<file path="src/rtl/tssf_pkg.sv">
package tssf_pkg;

	localparam int TEMP_W  = 16;
	localparam int SEG_W   = 7;
	localparam int DIGIT_W = 4;

	// Width of the scaled value that is split into decimal digits (max 9999).
	localparam int SPLIT_W = 14;
	localparam int PROD_W  = 30;

	// Reciprocal constants, exact for every dividend below 10000.
	localparam logic [15:0] DIV10_MUL   = 16'd6554;
	localparam int          DIV10_SH    = 16;
	localparam logic [15:0] DIV100_MUL  = 16'd5243;
	localparam int          DIV100_SH   = 19;
	localparam logic [15:0] DIV1000_MUL = 16'd16778;
	localparam int          DIV1000_SH  = 24;

	// Range limits of the shown value, in tenths.
	localparam logic [16:0] TENTHS_LIMIT_POS = 17'd1000;
	localparam logic [16:0] WHOLE_LIMIT_POS  = 17'd9995;
	localparam logic [16:0] TENTHS_LIMIT_NEG = 17'd100;
	localparam logic [16:0] WHOLE_LIMIT_NEG  = 17'd1000;
	localparam logic [16:0] ROUND_HALF       = 17'd5;

	localparam logic [SEG_W-1:0] SEG_MINUS = 7'b1000000;
	localparam logic [DIGIT_W-1:0] DIGIT_NINE = 4'd9;

	localparam logic [SEG_W-1:0] SEG_TABLE [10] = '{
		7'b0111111, 7'b0000110, 7'b1011011, 7'b1001111, 7'b1100110,
		7'b1101101, 7'b1111101, 7'b0000111, 7'b1111111, 7'b1101111
	};

	typedef enum logic [0:0] {
		REG_BAND_LOW  = 1'b0,
		REG_BAND_HIGH = 1'b1
	} cfg_idx_t;

	typedef enum logic [1:0] {
		COLOUR_GREEN = 2'd0,
		COLOUR_RED   = 2'd1,
		COLOUR_BLUE  = 2'd2
	} colour_t;

	typedef struct packed {
		logic [SEG_W-1:0] left;
		logic [SEG_W-1:0] middle;
		logic [SEG_W-1:0] right;
		logic             point;
	} disp_t;

	function automatic logic [SEG_W-1:0] seg_of(input logic [DIGIT_W-1:0] d);
		logic [SEG_W-1:0] s;
		s = '0;
		if (d <= DIGIT_NINE) begin
			s = SEG_TABLE[d];
		end
		return s;
	endfunction

endpackage

</file>
<file path="src/rtl/tssf_if.sv">
interface tssf_in_if;
	logic                                 valid;
	logic                                 ready;
	logic                                 func;
	logic signed [tssf_pkg::TEMP_W-1:0]   shown_value;
	logic signed [tssf_pkg::TEMP_W-1:0]   alarm_value;

	modport source(output valid, func, shown_value, alarm_value, input ready);
	modport sink(input valid, func, shown_value, alarm_value, output ready);
endinterface

interface tssf_out_if;
	logic                           valid;
	logic                           ready;
	logic [tssf_pkg::SEG_W-1:0]     left_segments;
	logic [tssf_pkg::SEG_W-1:0]     middle_segments;
	logic [tssf_pkg::SEG_W-1:0]     right_segments;
	logic                           point_on;
	logic [1:0]                     colour_class;
	logic                           unit_glyph;

	modport source(output valid, left_segments, middle_segments, right_segments,
		point_on, colour_class, unit_glyph, input ready);
	modport sink(input valid, left_segments, middle_segments, right_segments,
		point_on, colour_class, unit_glyph, output ready);
endinterface

interface tssf_cfg_if;
	logic                                valid;
	logic                                ready;
	logic [0:0]                          index;
	logic signed [tssf_pkg::TEMP_W-1:0]  data;

	modport source(output valid, index, data, input ready);
	modport sink(input valid, index, data, output ready);
endinterface

</file>
<file path="src/rtl/tssf_fmt.sv">
module tssf_fmt (
	input  logic signed [tssf_pkg::TEMP_W-1:0] shown,
	output tssf_pkg::disp_t                    disp
);
	import tssf_pkg::*;

	typedef enum logic [2:0] {
		RNG_POS_TENTHS,
		RNG_POS_WHOLE,
		RNG_POS_SAT,
		RNG_NEG_TENTHS,
		RNG_NEG_WHOLE,
		RNG_NEG_SAT
	} range_t;

	logic               neg;
	logic signed [16:0] sx;
	logic [16:0]        mag;
	range_t             rng;
	logic [SPLIT_W-1:0] y;
	logic [PROD_W-1:0]  p1, p2, p3;
	logic [9:0]         q1;
	logic [6:0]         q2;
	logic [3:0]         q3;
	logic [DIGIT_W-1:0] d0, d1, d2;

	assign neg = shown[TEMP_W-1];
	assign sx  = {shown[TEMP_W-1], shown};
	assign mag = neg ? 17'(-sx) : 17'(sx);

	always_comb begin
		priority if (!neg && mag < TENTHS_LIMIT_POS) begin
			rng = RNG_POS_TENTHS;
		end else if (!neg && mag < WHOLE_LIMIT_POS) begin
			rng = RNG_POS_WHOLE;
		end else if (!neg) begin
			rng = RNG_POS_SAT;
		end else if (mag < TENTHS_LIMIT_NEG) begin
			rng = RNG_NEG_TENTHS;
		end else if (mag < WHOLE_LIMIT_NEG) begin
			rng = RNG_NEG_WHOLE;
		end else begin
			rng = RNG_NEG_SAT;
		end
	end

	// Round half up before dropping the tenths of large positive values.
	assign y = (rng == RNG_POS_WHOLE) ? SPLIT_W'(mag + ROUND_HALF) : SPLIT_W'(mag);

	// Quotients by 10, 100 and 1000 in parallel from reciprocal products.
	assign p1 = PROD_W'(y) * PROD_W'(DIV10_MUL);
	assign p2 = PROD_W'(y) * PROD_W'(DIV100_MUL);
	assign p3 = PROD_W'(y) * PROD_W'(DIV1000_MUL);
	assign q1 = 10'(p1 >> DIV10_SH);
	assign q2 = 7'(p2 >> DIV100_SH);
	assign q3 = 4'(p3 >> DIV1000_SH);

	assign d0 = DIGIT_W'(y - SPLIT_W'(q1) * SPLIT_W'(10));
	assign d1 = DIGIT_W'(q1 - 10'(q2) * 10'd10);
	assign d2 = DIGIT_W'(q2 - 7'(q3) * 7'd10);

	always_comb begin
		unique case (rng)
			RNG_POS_TENTHS: begin
				disp = '{left: seg_of(d2), middle: seg_of(d1), right: seg_of(d0), point: 1'b1};
			end
			RNG_POS_WHOLE: begin
				disp = '{left: seg_of(q3), middle: seg_of(d2), right: seg_of(d1), point: 1'b0};
			end
			RNG_POS_SAT: begin
				disp = '{left: seg_of(DIGIT_NINE), middle: seg_of(DIGIT_NINE),
					right: seg_of(DIGIT_NINE), point: 1'b0};
			end
			RNG_NEG_TENTHS: begin
				disp = '{left: SEG_MINUS, middle: seg_of(d1), right: seg_of(d0), point: 1'b1};
			end
			RNG_NEG_WHOLE: begin
				disp = '{left: SEG_MINUS, middle: seg_of(d2), right: seg_of(d1), point: 1'b0};
			end
			RNG_NEG_SAT: begin
				disp = '{left: SEG_MINUS, middle: seg_of(DIGIT_NINE),
					right: seg_of(DIGIT_NINE), point: 1'b0};
			end
			default: begin
				disp = '0;
			end
		endcase
	end

endmodule

</file>
<file path="src/rtl/temperature_seven_segment_formatter.sv">
// Temperature seven-segment formatter.
//
// reading: one beat per temperature sample: unit select, shown value and
// alarm value, both signed tenths of a degree.
// result:  one beat per reading: three segment patterns, decimal point,
// colour class (green in band, red above, blue below) and unit glyph.
// cfg:     band_low (index 0) and band_high (index 1), always ready; write
// only while no reading is in flight.
//
// A reading is captured in an input register and formatted in one pass of
// short logic (parallel reciprocal multiplies, digit table, band compare)
// into the result register, whose valid bit drives result valid. One reading
// is taken per cycle, sustained, while the receiver keeps result.ready high.
// When the receiver stalls, the result register holds its beat and the input
// register still takes one more reading; reading.ready drops only when both
// are full. Reset empties both registers and restores the band to 95.0..99.0.
module temperature_seven_segment_formatter (
	input  logic         clk,
	input  logic         arst_n,
	tssf_in_if.sink      reading,
	tssf_out_if.source   result,
	tssf_cfg_if.sink     cfg
);
	import tssf_pkg::*;

	logic                     valid_s1;
	logic                     func_s1;
	logic signed [TEMP_W-1:0] shown_s1;
	logic signed [TEMP_W-1:0] alarm_s1;

	logic                     valid_s2;
	disp_t                    disp_s2;
	colour_t                  colour_s2;
	logic                     glyph_s2;

	logic signed [TEMP_W-1:0] band_low_q;
	logic signed [TEMP_W-1:0] band_high_q;

	logic    adv_s2;
	logic    take_in;
	disp_t   disp;
	colour_t colour;

	assign adv_s2        = !valid_s2 || result.ready;
	assign reading.ready = !valid_s1 || adv_s2;
	assign take_in       = reading.valid && reading.ready;
	assign cfg.ready     = 1'b1;

	always_ff @(posedge clk or negedge arst_n) begin
		if (!arst_n) begin
			band_low_q  <= TEMP_W'(950);
			band_high_q <= TEMP_W'(990);
		end else if (cfg.valid) begin
			unique case (cfg_idx_t'(cfg.index))
				REG_BAND_LOW:  band_low_q  <= cfg.data;
				REG_BAND_HIGH: band_high_q <= cfg.data;
				default: ;
			endcase
		end
	end

	always_ff @(posedge clk or negedge arst_n) begin
		if (!arst_n) begin
			valid_s1 <= 1'b0;
		end else if (reading.ready) begin
			valid_s1 <= reading.valid;
		end
	end

	always_ff @(posedge clk) begin
		if (take_in) begin
			func_s1  <= reading.func;
			shown_s1 <= reading.shown_value;
			alarm_s1 <= reading.alarm_value;
		end
	end

	tssf_fmt u_fmt (
		.shown (shown_s1),
		.disp  (disp)
	);

	always_comb begin
		priority if (alarm_s1 >= band_low_q && alarm_s1 <= band_high_q) begin
			colour = COLOUR_GREEN;
		end else if (alarm_s1 > band_high_q) begin
			colour = COLOUR_RED;
		end else begin
			colour = COLOUR_BLUE;
		end
	end

	always_ff @(posedge clk or negedge arst_n) begin
		if (!arst_n) begin
			valid_s2 <= 1'b0;
		end else if (adv_s2) begin
			valid_s2 <= valid_s1;
		end
	end

	always_ff @(posedge clk) begin
		if (adv_s2 && valid_s1) begin
			disp_s2   <= disp;
			colour_s2 <= colour;
			glyph_s2  <= func_s1;
		end
	end

	assign result.valid           = valid_s2;
	assign result.left_segments   = disp_s2.left;
	assign result.middle_segments = disp_s2.middle;
	assign result.right_segments  = disp_s2.right;
	assign result.point_on        = disp_s2.point;
	assign result.colour_class    = colour_s2;
	assign result.unit_glyph      = glyph_s2;

	ap_fill_s2: assert property (@(posedge clk) disable iff (!arst_n)
		(valid_s1 && adv_s2) |=> valid_s2)
		else $error("input beat not moved into result register");

	ap_hold_s1: assert property (@(posedge clk) disable iff (!arst_n)
		(valid_s1 && !adv_s2) |=> (valid_s1 && $stable(shown_s1) && $stable(alarm_s1)))
		else $error("blocked input beat lost or changed");

	ap_ready_empty: assert property (@(posedge clk) disable iff (!arst_n)
		!valid_s1 |-> reading.ready)
		else $error("empty input register refused a beat");

	ap_cfg_low: assert property (@(posedge clk) disable iff (!arst_n)
		(cfg.valid && cfg.index == REG_BAND_LOW) |=> band_low_q == $past(cfg.data))
		else $error("band_low write not taken");

endmodule
</file>
<file path="src/flat_wrapper.sv">
// flat-port wrapper written by rule: the top's interface ports become plain ports
module temperature_seven_segment_formatter_flat import tssf_pkg::*;
  (clk, arst_n, reading_valid, reading_func, reading_shown_value, reading_alarm_value, reading_ready, result_valid, result_left_segments, result_middle_segments, result_right_segments, result_point_on, result_colour_class, result_unit_glyph, result_ready, cfg_valid, cfg_index, cfg_data, cfg_ready);
  tssf_in_if reading_i ();
  tssf_out_if result_i ();
  tssf_cfg_if cfg_i ();
  input  logic clk;
  input  logic arst_n;
  input wire logic [$bits(reading_i.valid)-1:0] reading_valid;
  input wire logic [$bits(reading_i.func)-1:0] reading_func;
  input wire logic [$bits(reading_i.shown_value)-1:0] reading_shown_value;
  input wire logic [$bits(reading_i.alarm_value)-1:0] reading_alarm_value;
  output wire logic [$bits(reading_i.ready)-1:0] reading_ready;
  output wire logic [$bits(result_i.valid)-1:0] result_valid;
  output wire logic [$bits(result_i.left_segments)-1:0] result_left_segments;
  output wire logic [$bits(result_i.middle_segments)-1:0] result_middle_segments;
  output wire logic [$bits(result_i.right_segments)-1:0] result_right_segments;
  output wire logic [$bits(result_i.point_on)-1:0] result_point_on;
  output wire logic [$bits(result_i.colour_class)-1:0] result_colour_class;
  output wire logic [$bits(result_i.unit_glyph)-1:0] result_unit_glyph;
  input wire logic [$bits(result_i.ready)-1:0] result_ready;
  input wire logic [$bits(cfg_i.valid)-1:0] cfg_valid;
  input wire logic [$bits(cfg_i.index)-1:0] cfg_index;
  input wire logic [$bits(cfg_i.data)-1:0] cfg_data;
  output wire logic [$bits(cfg_i.ready)-1:0] cfg_ready;
  assign reading_i.valid = reading_valid;
  assign reading_i.func = reading_func;
  assign reading_i.shown_value = reading_shown_value;
  assign reading_i.alarm_value = reading_alarm_value;
  assign reading_ready = reading_i.ready;
  assign result_valid = result_i.valid;
  assign result_left_segments = result_i.left_segments;
  assign result_middle_segments = result_i.middle_segments;
  assign result_right_segments = result_i.right_segments;
  assign result_point_on = result_i.point_on;
  assign result_colour_class = result_i.colour_class;
  assign result_unit_glyph = result_i.unit_glyph;
  assign result_i.ready = result_ready;
  assign cfg_i.valid = cfg_valid;
  assign cfg_i.index = cfg_index;
  assign cfg_i.data = cfg_data;
  assign cfg_ready = cfg_i.ready;
  temperature_seven_segment_formatter u_core (.clk(clk), .arst_n(arst_n), .reading(reading_i), .result(result_i), .cfg(cfg_i));
endmodule
</file>
<file path="config.mk">
export PLATFORM = sky130hd
export DESIGN_NAME = temperature_seven_segment_formatter_flat
export DESIGN_NICKNAME = d
export VERILOG_FILES = /design/src/rtl/tssf_pkg.sv /design/src/rtl/tssf_if.sv /design/src/rtl/tssf_fmt.sv /design/src/rtl/temperature_seven_segment_formatter.sv /design/src/flat_wrapper.sv
export SDC_FILE = /design/constraint.sdc
export NUM_CORES = 1
export LEC_CHECK = 0
export ABC_CLOCK_PERIOD_IN_PS = 12730
export BUFFER_PORTS_ARGS = -buffer_cell sky130_fd_sc_hd__buf_2
export CAP_MARGIN = 20
export CORE_MARGIN = 2
export CORE_UTILIZATION = 60
export CTS_BUF_LIST = sky130_fd_sc_hd__clkbuf_16
export DETAILED_ROUTE_END_ITERATION = 10
export HOLD_SLACK_MARGIN = 0.02
export PLACE_DENSITY = 0.79
export SYNTH_ARGS = -nofsm -noshare
export SYNTH_HDL_FRONTEND = slang
export SYNTH_SLANG_ARGS = --single-unit
</file>
<file path="constraint.sdc">
create_clock -name clk -period 12.73 [get_ports clk]
set_input_delay 2.546 -clock clk [delete_from_list [all_inputs] [get_ports clk]]
set_output_delay 2.546 -clock clk [all_outputs]
set_load 0.01 [all_outputs]
</file>
; ---- Yosys cells after proc, flatten, opt, wreduce, memory -nomap -nowiden
; Memory sizes are Yosys's and may differ from the RTL's.
; Index checks and enable logic that the tools add are counted.
; Widths: inputs -> output; s select.
[totals]
register_bits = 92
word_cells = 86
out_inout_bits = 28
mem_count = 4
in_bits = 55
romBits = 448
[mem_list]
columns = memory, words, word_bits, read_ports, rd_ports_with_merged_regs, write_ports, line
row1 = (no name shown), 16, 7, 1, 0, 0, tssf_pkg.sv:56  ; s = SEG_TABLE[d];
row2 = (no name shown), 16, 7, 1, 0, 0, tssf_pkg.sv:56
row3 = (no name shown), 16, 7, 1, 0, 0, tssf_pkg.sv:56
row4 = (no name shown), 16, 7, 1, 0, 0, tssf_pkg.sv:56
[op_classes]
mul = 6
n_eq_ne = 5
n_addsub = 5
reduce_logical = 13
bitwise = 5
order_cmp = 14
n_mux = 21
[op_table]
columns = op, count
row1 = $pmux 22 s6, 1
row2 = $mux 7, 12
row3 = $mul 14x14->27 const B, 1
row4 = $mul 14x13->26 const B, 1
row5 = $mul 14x12->25 const B, 1
row6 = $ge 5x5->1 const B, 4
row7 = $not 4->5, 4
row8 = $lt 17x10->1 const B, 1
row9 = $lt 17x14->1 const B, 1
row10 = $lt 17x7->1 const B, 1
row11 = $mux 17, 1
row12 = $neg 16->17, 1
row13 = $ge 16x16->1, 1
row14 = $gt 16x16->1, 1
row15 = $le 16x16->1, 1
row16 = $le 4x4->1 const B, 4
row17 = $add 14x3->14 const B, 1
row18 = $mux 14, 1
row19 = $mux 3, 4
row20 = $sub 4x4->4, 3
row21 = $mul 10x3->3 const B, 1
row22 = $mul 7x3->3 const B, 1
row23 = $eq 3x2->1 const B, 2
row24 = $eq 3x3->1 const B, 2
row25 = 10 further kinds, 18

; ---- Depth between registers and ports, before layout
[depth]
depth_word = 19
ltp_mapped = 47
depth_no_buf = 44

; ---- Cells and area by module
; A second synthesis with hierarchy kept.
[unflattened]
hier_cells = 1407
hier_area_um2 = 13519.2
[modules_own_cells]
columns = mod, seq_area_each_um2, area_each_um2, cells_per_inst, n_inst
row1 = tssf_fmt, 0.0, 9665.5, 1139, 1
row2 = temperature_seven_segment_formatter, 2611.3, 3853.7, 268, 1

; ---- Least setup slack after synthesis
; OpenSTA, ideal clock, no wires.
[synth_timing]
path_kind = reg-to-reg
startpoint = register u_core.shown_s1[0]
endpoint = register u_core.disp_s2 (netlist bit u_core.result.right_segments[4]) (data pin)
required_time_ns = 12.461
t_arrival_ns = 10.487
setup_ns = 0.269
path_stages_with_launch = 44
period_less_slack_ns = 10.756
slack_ns = 1.974
n_path_buf = 2
path_cell_list = edfxtp_1 -> clkbuf_1 -> inv_1 -> ha_1 -> nand2b_1 -> xor2_1 -> a21oi_1 -> o311ai_4 -> and4_1 -> nor2_1 -> buf_6 -> nor4_1 -> nand2_1 -> xor2_1 -> inv_1 -> fa_1 -> inv_1 -> ha_1 -> [... 8 more ...] -> a221oi_1 -> o21ai_0 -> a21o_1 -> nor2_1 -> nor2b_1 -> nor2_1 -> xor2_1 -> inv_1 -> fa_1 -> xor2_1 -> xnor2_1 -> xnor2_1 -> xnor2_1 -> xnor3_1 -> xnor3_2 -> mux2_1 -> a21oi_1 -> o21ai_1
[synth_rtl]
columns = item, line
row1 = from (decl), temperature_seven_segment_formatter.sv:28  ; logic signed [TEMP_W-1:0] shown_s1;
row2 = from (signal assigned), temperature_seven_segment_formatter.sv:73  ; shown_s1 <= reading.shown_value;
row3 = to (signal assigned), temperature_seven_segment_formatter.sv:103  ; disp_s2 <= disp;
row4 = to (decl), temperature_seven_segment_formatter.sv:32  ; disp_t disp_s2;

==> results.json <==
{
  "run_status": "complete, no violations",
  "die_w_um": 154,
  "n_fill_cell": 1747,
  "whs_endpoint": "u_core.result.unit_glyph$_DFFE_PP_",
  "synthesis.instances": 1380,
  "crit_path_max_fanout": 16,
  "cell_variety_after_synth": 99,
  "timing.final.crit_share": 0.931,
  "route.vias.total": 10080,
  "tritoncts.num_buffers": 9,
  "setup.reg_to_reg.worst_slack_ns": 0.88,
  "ctsLongestPathBuffers": 2,
  "grt.total_usage": 0.289,
  "cell_with_the_biggest_individual_delay_on_the_critical_path": "xnor3_2",
  "worst-slew-pin-transition_ns": 0.878,
  "place.detailed.hpwl_mm": 27.5,
  "ys_async_sr_fraction": 0.370,
  "grt_first_pass_wirelength_mm": 53.9,
  "timing_max_transition_violations_final": 0,
  "required_ns": 12.82,
  "worst-endpoint-arrival_ns": 11.94,
  "worst_path_largest_cell_delay_ns": 0.57,
  "std_cell_rows": 54,
  "chipHeight_um": 154,
  "die_area_mm2": 0.0237,
  "rsz0062_at_grt": "false",
  "critical_path.startpoint_type": "flop",
  "avgSynthCellArea_um2": 9.78,
  "first_iter_violations": 648,
  "r2r.worst_path.cells": 44,
  "ctsRootBufferMaster": "clkbuf_16",
  "gr-total-overflow": 0,
  "clk_transition_reported_paths_ns": 0.08,
  "start_util": 0.614,
  "clock_tree_sinks": 92,
  "tritoncts": "yes",
  "layout.cells.non_filler": 1749,
  "crit_buf_inv": 8,
  "number_of_failing_hold_endpoints_at_the_final_stage": 0,
  "num-nets-final": 1884,
  "num_io_pins": 83,
  "grt_start_max_net_pins": 35,
  "worstReg2RegEnd": "u_core.result.middle_segments[4]$_DFFE_PP_",
  "time_the_worst_path_needs_with_i_o_delays_and_setup_ns": 11.85,
  "final_antenna_net_count": 0,
  "syn_to_final_growth_pct": 7.91,
  "drtPass1Iterations": 4,
  "clock_tree.htree_level_count": 3,
  "avgViaCountPerCell": 5.76,
  "layout_cell_share_with_drive_strength_beyond_1": 0.130,
  "critical_path.endpoint_type": "flop",
  "final_cell_mix": "inv_1, ha_1, fa_1",
  "holdCritStartpoint": "u_core.func_s1$_DFFE_PP_",
  "detail_route.drc_violations": 0,
  "cpMostUsedCell": "inv_1",
  "synthesis.nets": 1800,
  "clkLatencyLatePin_ns": 0.34,
  "hp-class": "reg -> reg",
  "finalSetupViolCount": 0,
  "ys.warnings.count": 0,
  "ys_seq_area_frac": 0.194,
  "timing.hold.ws_ns": 0.409,
  "buffer_ports.inserted": 81,
  "skew_ns": 0.0191,
  "antenna_found_initial": 0,
  "antennaDiodeCount": 0,
  "ys_dominant_reg_cell": "edfxtp_1",
  "final_core_utilization": 0.663,
  "cap_violations": 0,
  "detail_route.wirelength_mm": 32.7,
  "cts_setup_buffers": 0,
  "rd_place_congestion": 0.957,
  "core_region_area_mm2": 0.0220,
  "path_depth": 44,
  "finalSetupTns_ns": 0,
  "timing.rr.start": "u_core.shown_s1[0]$_DFFE_PP_",
  "number_of_cells_on_the_worst_hold_path": 0,
  "critical_path.top_delay_family": "adder cells",
  "layout_commonest_cell": "inv_1",
  "edff_count_synth": 58,
  "timing.fmax_ghz": 0.0844,
  "place.detailed.instances": 1731,
  "route.detailed.wl_per_inst_um": 18.7,
  "slew-limit-headroom": 0.407,
  "synth.ff_latch_count": 92,
  "via_count_of_the_first_global_routing_pass": 10665,
  "cp_class": "reg -> reg",
  "netlist_area_mm2": 0.0135
}
==> worst max-delay path by stage <==
stage                                                 end  slack [ns]                          from
3_3_place_gp    u_core.result.right_segments[4]$_DFFE_PP_        0.90  u_core.shown_s1[0]$_DFFE_PP_
5_1_grt         u_core.result.right_segments[0]$_DFFE_PP_        0.16  u_core.shown_s1[0]$_DFFE_PP_
4_1_cts         u_core.result.right_segments[4]$_DFFE_PP_        0.63  u_core.shown_s1[0]$_DFFE_PP_
2_1_floorplan   u_core.result.right_segments[4]$_DFFE_PP_        1.97  u_core.shown_s1[0]$_DFFE_PP_
3_5_place_dp    u_core.result.right_segments[4]$_DFFE_PP_        0.67  u_core.shown_s1[0]$_DFFE_PP_
6_report       u_core.result.middle_segments[4]$_DFFE_PP_        0.88  u_core.shown_s1[0]$_DFFE_PP_
==> worst reg2reg max path, delay by kind of cell (launching register included) <==
kind,cells,cell delay (ns)
xor gates and xnor gates,8,2.09
buffers and inverters,8,0.94
and+or+nand+nor,9,2.20
DFF,1,0.55
adders and majority gates,9,3.37
AOI/OAI and AO/OA,10,2.45
==> state kept, by name (all words and copies together), names as in the netlist <==
signal / count
u_core.shown_s1: 16
u_core.result.left_segments: 7
u_core.band_low_q: 16
u_core.result.right_segments: 7
u_core.result.middle_segments: 7
u_core.func_s1: 1
u_core.band_high_q: 16
u_core.result.colour_class: 2
u_core.result.unit_glyph: 1
u_core.result.valid: 1
u_core.alarm_s1: 16
u_core.valid_s1: 1
u_core.result.point_on: 1
==> synthesized netlist by cell type, types with 9 or more instances <==
cell type    n  area [µm²]
fa_1       116        2320
o31ai_1     10        75.1
ha_1       249        3120
o211ai_1    10        75.1
o21ai_1      9        45.0
dfrtp_1     19         475
nor3_1      11        55.1
nand2b_1    18         113
inv_1      298        1120
nand4_1     16         100
o21ai_0     44         220
dfstp_2     15         394
edfxtp_1    58        1740
o21a_1      12        90.1
and2_1      17         106
nor2b_1     14        87.6
xnor2_1     50         438
a21oi_1     41         205
nand3_1     13        65.1
xor2_1      23         201
clkbuf_1    16        60.1
nor2_1      44         165
mux2_2      22         248
nand2_1     75         282
mux2i_1      9        90.1
a21o_1      23         173
==> metrics by stage <==
step | setup WS (ns) | area (µm²)
5_1_grt | 0.156 | 14600
3_5_place_dp | 0.668 | 14200
2_1_floorplan | 1.97 | 13500
3_3_place_gp | 0.896 | 14200
4_1_cts | 0.629 | 14500
6_report | 0.885 | 14600
==> layer usage <==
layer | vias to the layer above | wire (µm) | part of all wire | GRT usage
met4 | 0 | 1680 | 0.051 | 0.138
li1 | 4802 | - | - | -
met3 | 96 | 1930 | 0.059 | 0.0451
met1 | 4824 | 13100 | 0.40 | 0.350
met2 | 358 | 16000 | 0.49 | 0.505
met5 | - | 0 | 0 | 0
==> cell families (layout without fill, tap and decap cells) <==
logic type | Yosys count | after routing | share of synthesized area
adders and majority gates | 365 | 365 | 0.403
buffers and inverters | 326 | 415 | 0.0942
and+or+nand+nor | 255 | 255 | 0.100
AOI/OAI and AO/OA | 225 | 225 | 0.118
DFF | 92 | 92 | 0.194
xor gates and xnor gates | 84 | 84 | 0.0647
muxes | 32 | 32 | 0.0259
other | 1 | 1 | 0.000278
==> timing repair <==
action | CTS | global route
hold buffers | 0 | 0
endpoints found under the setup margin | 0 | 13
resized for setup | 0 | 1
==> layout make-up <==
type                       instances  area, µm²  share of cell area
clock buffer                       9        225              0.0155
clock inverter                     7       73.8             0.00507
inverter                         300       1130              0.0774
multi-input combinational        962       9620               0.661
sequential                        92       2610               0.179
tap                              280        350              0.0241
timing repair buffer              99        552              0.0379
Power is not shown: default switching activity piles up to over one toggle a cycle in this logic, so the estimate is an artifact.
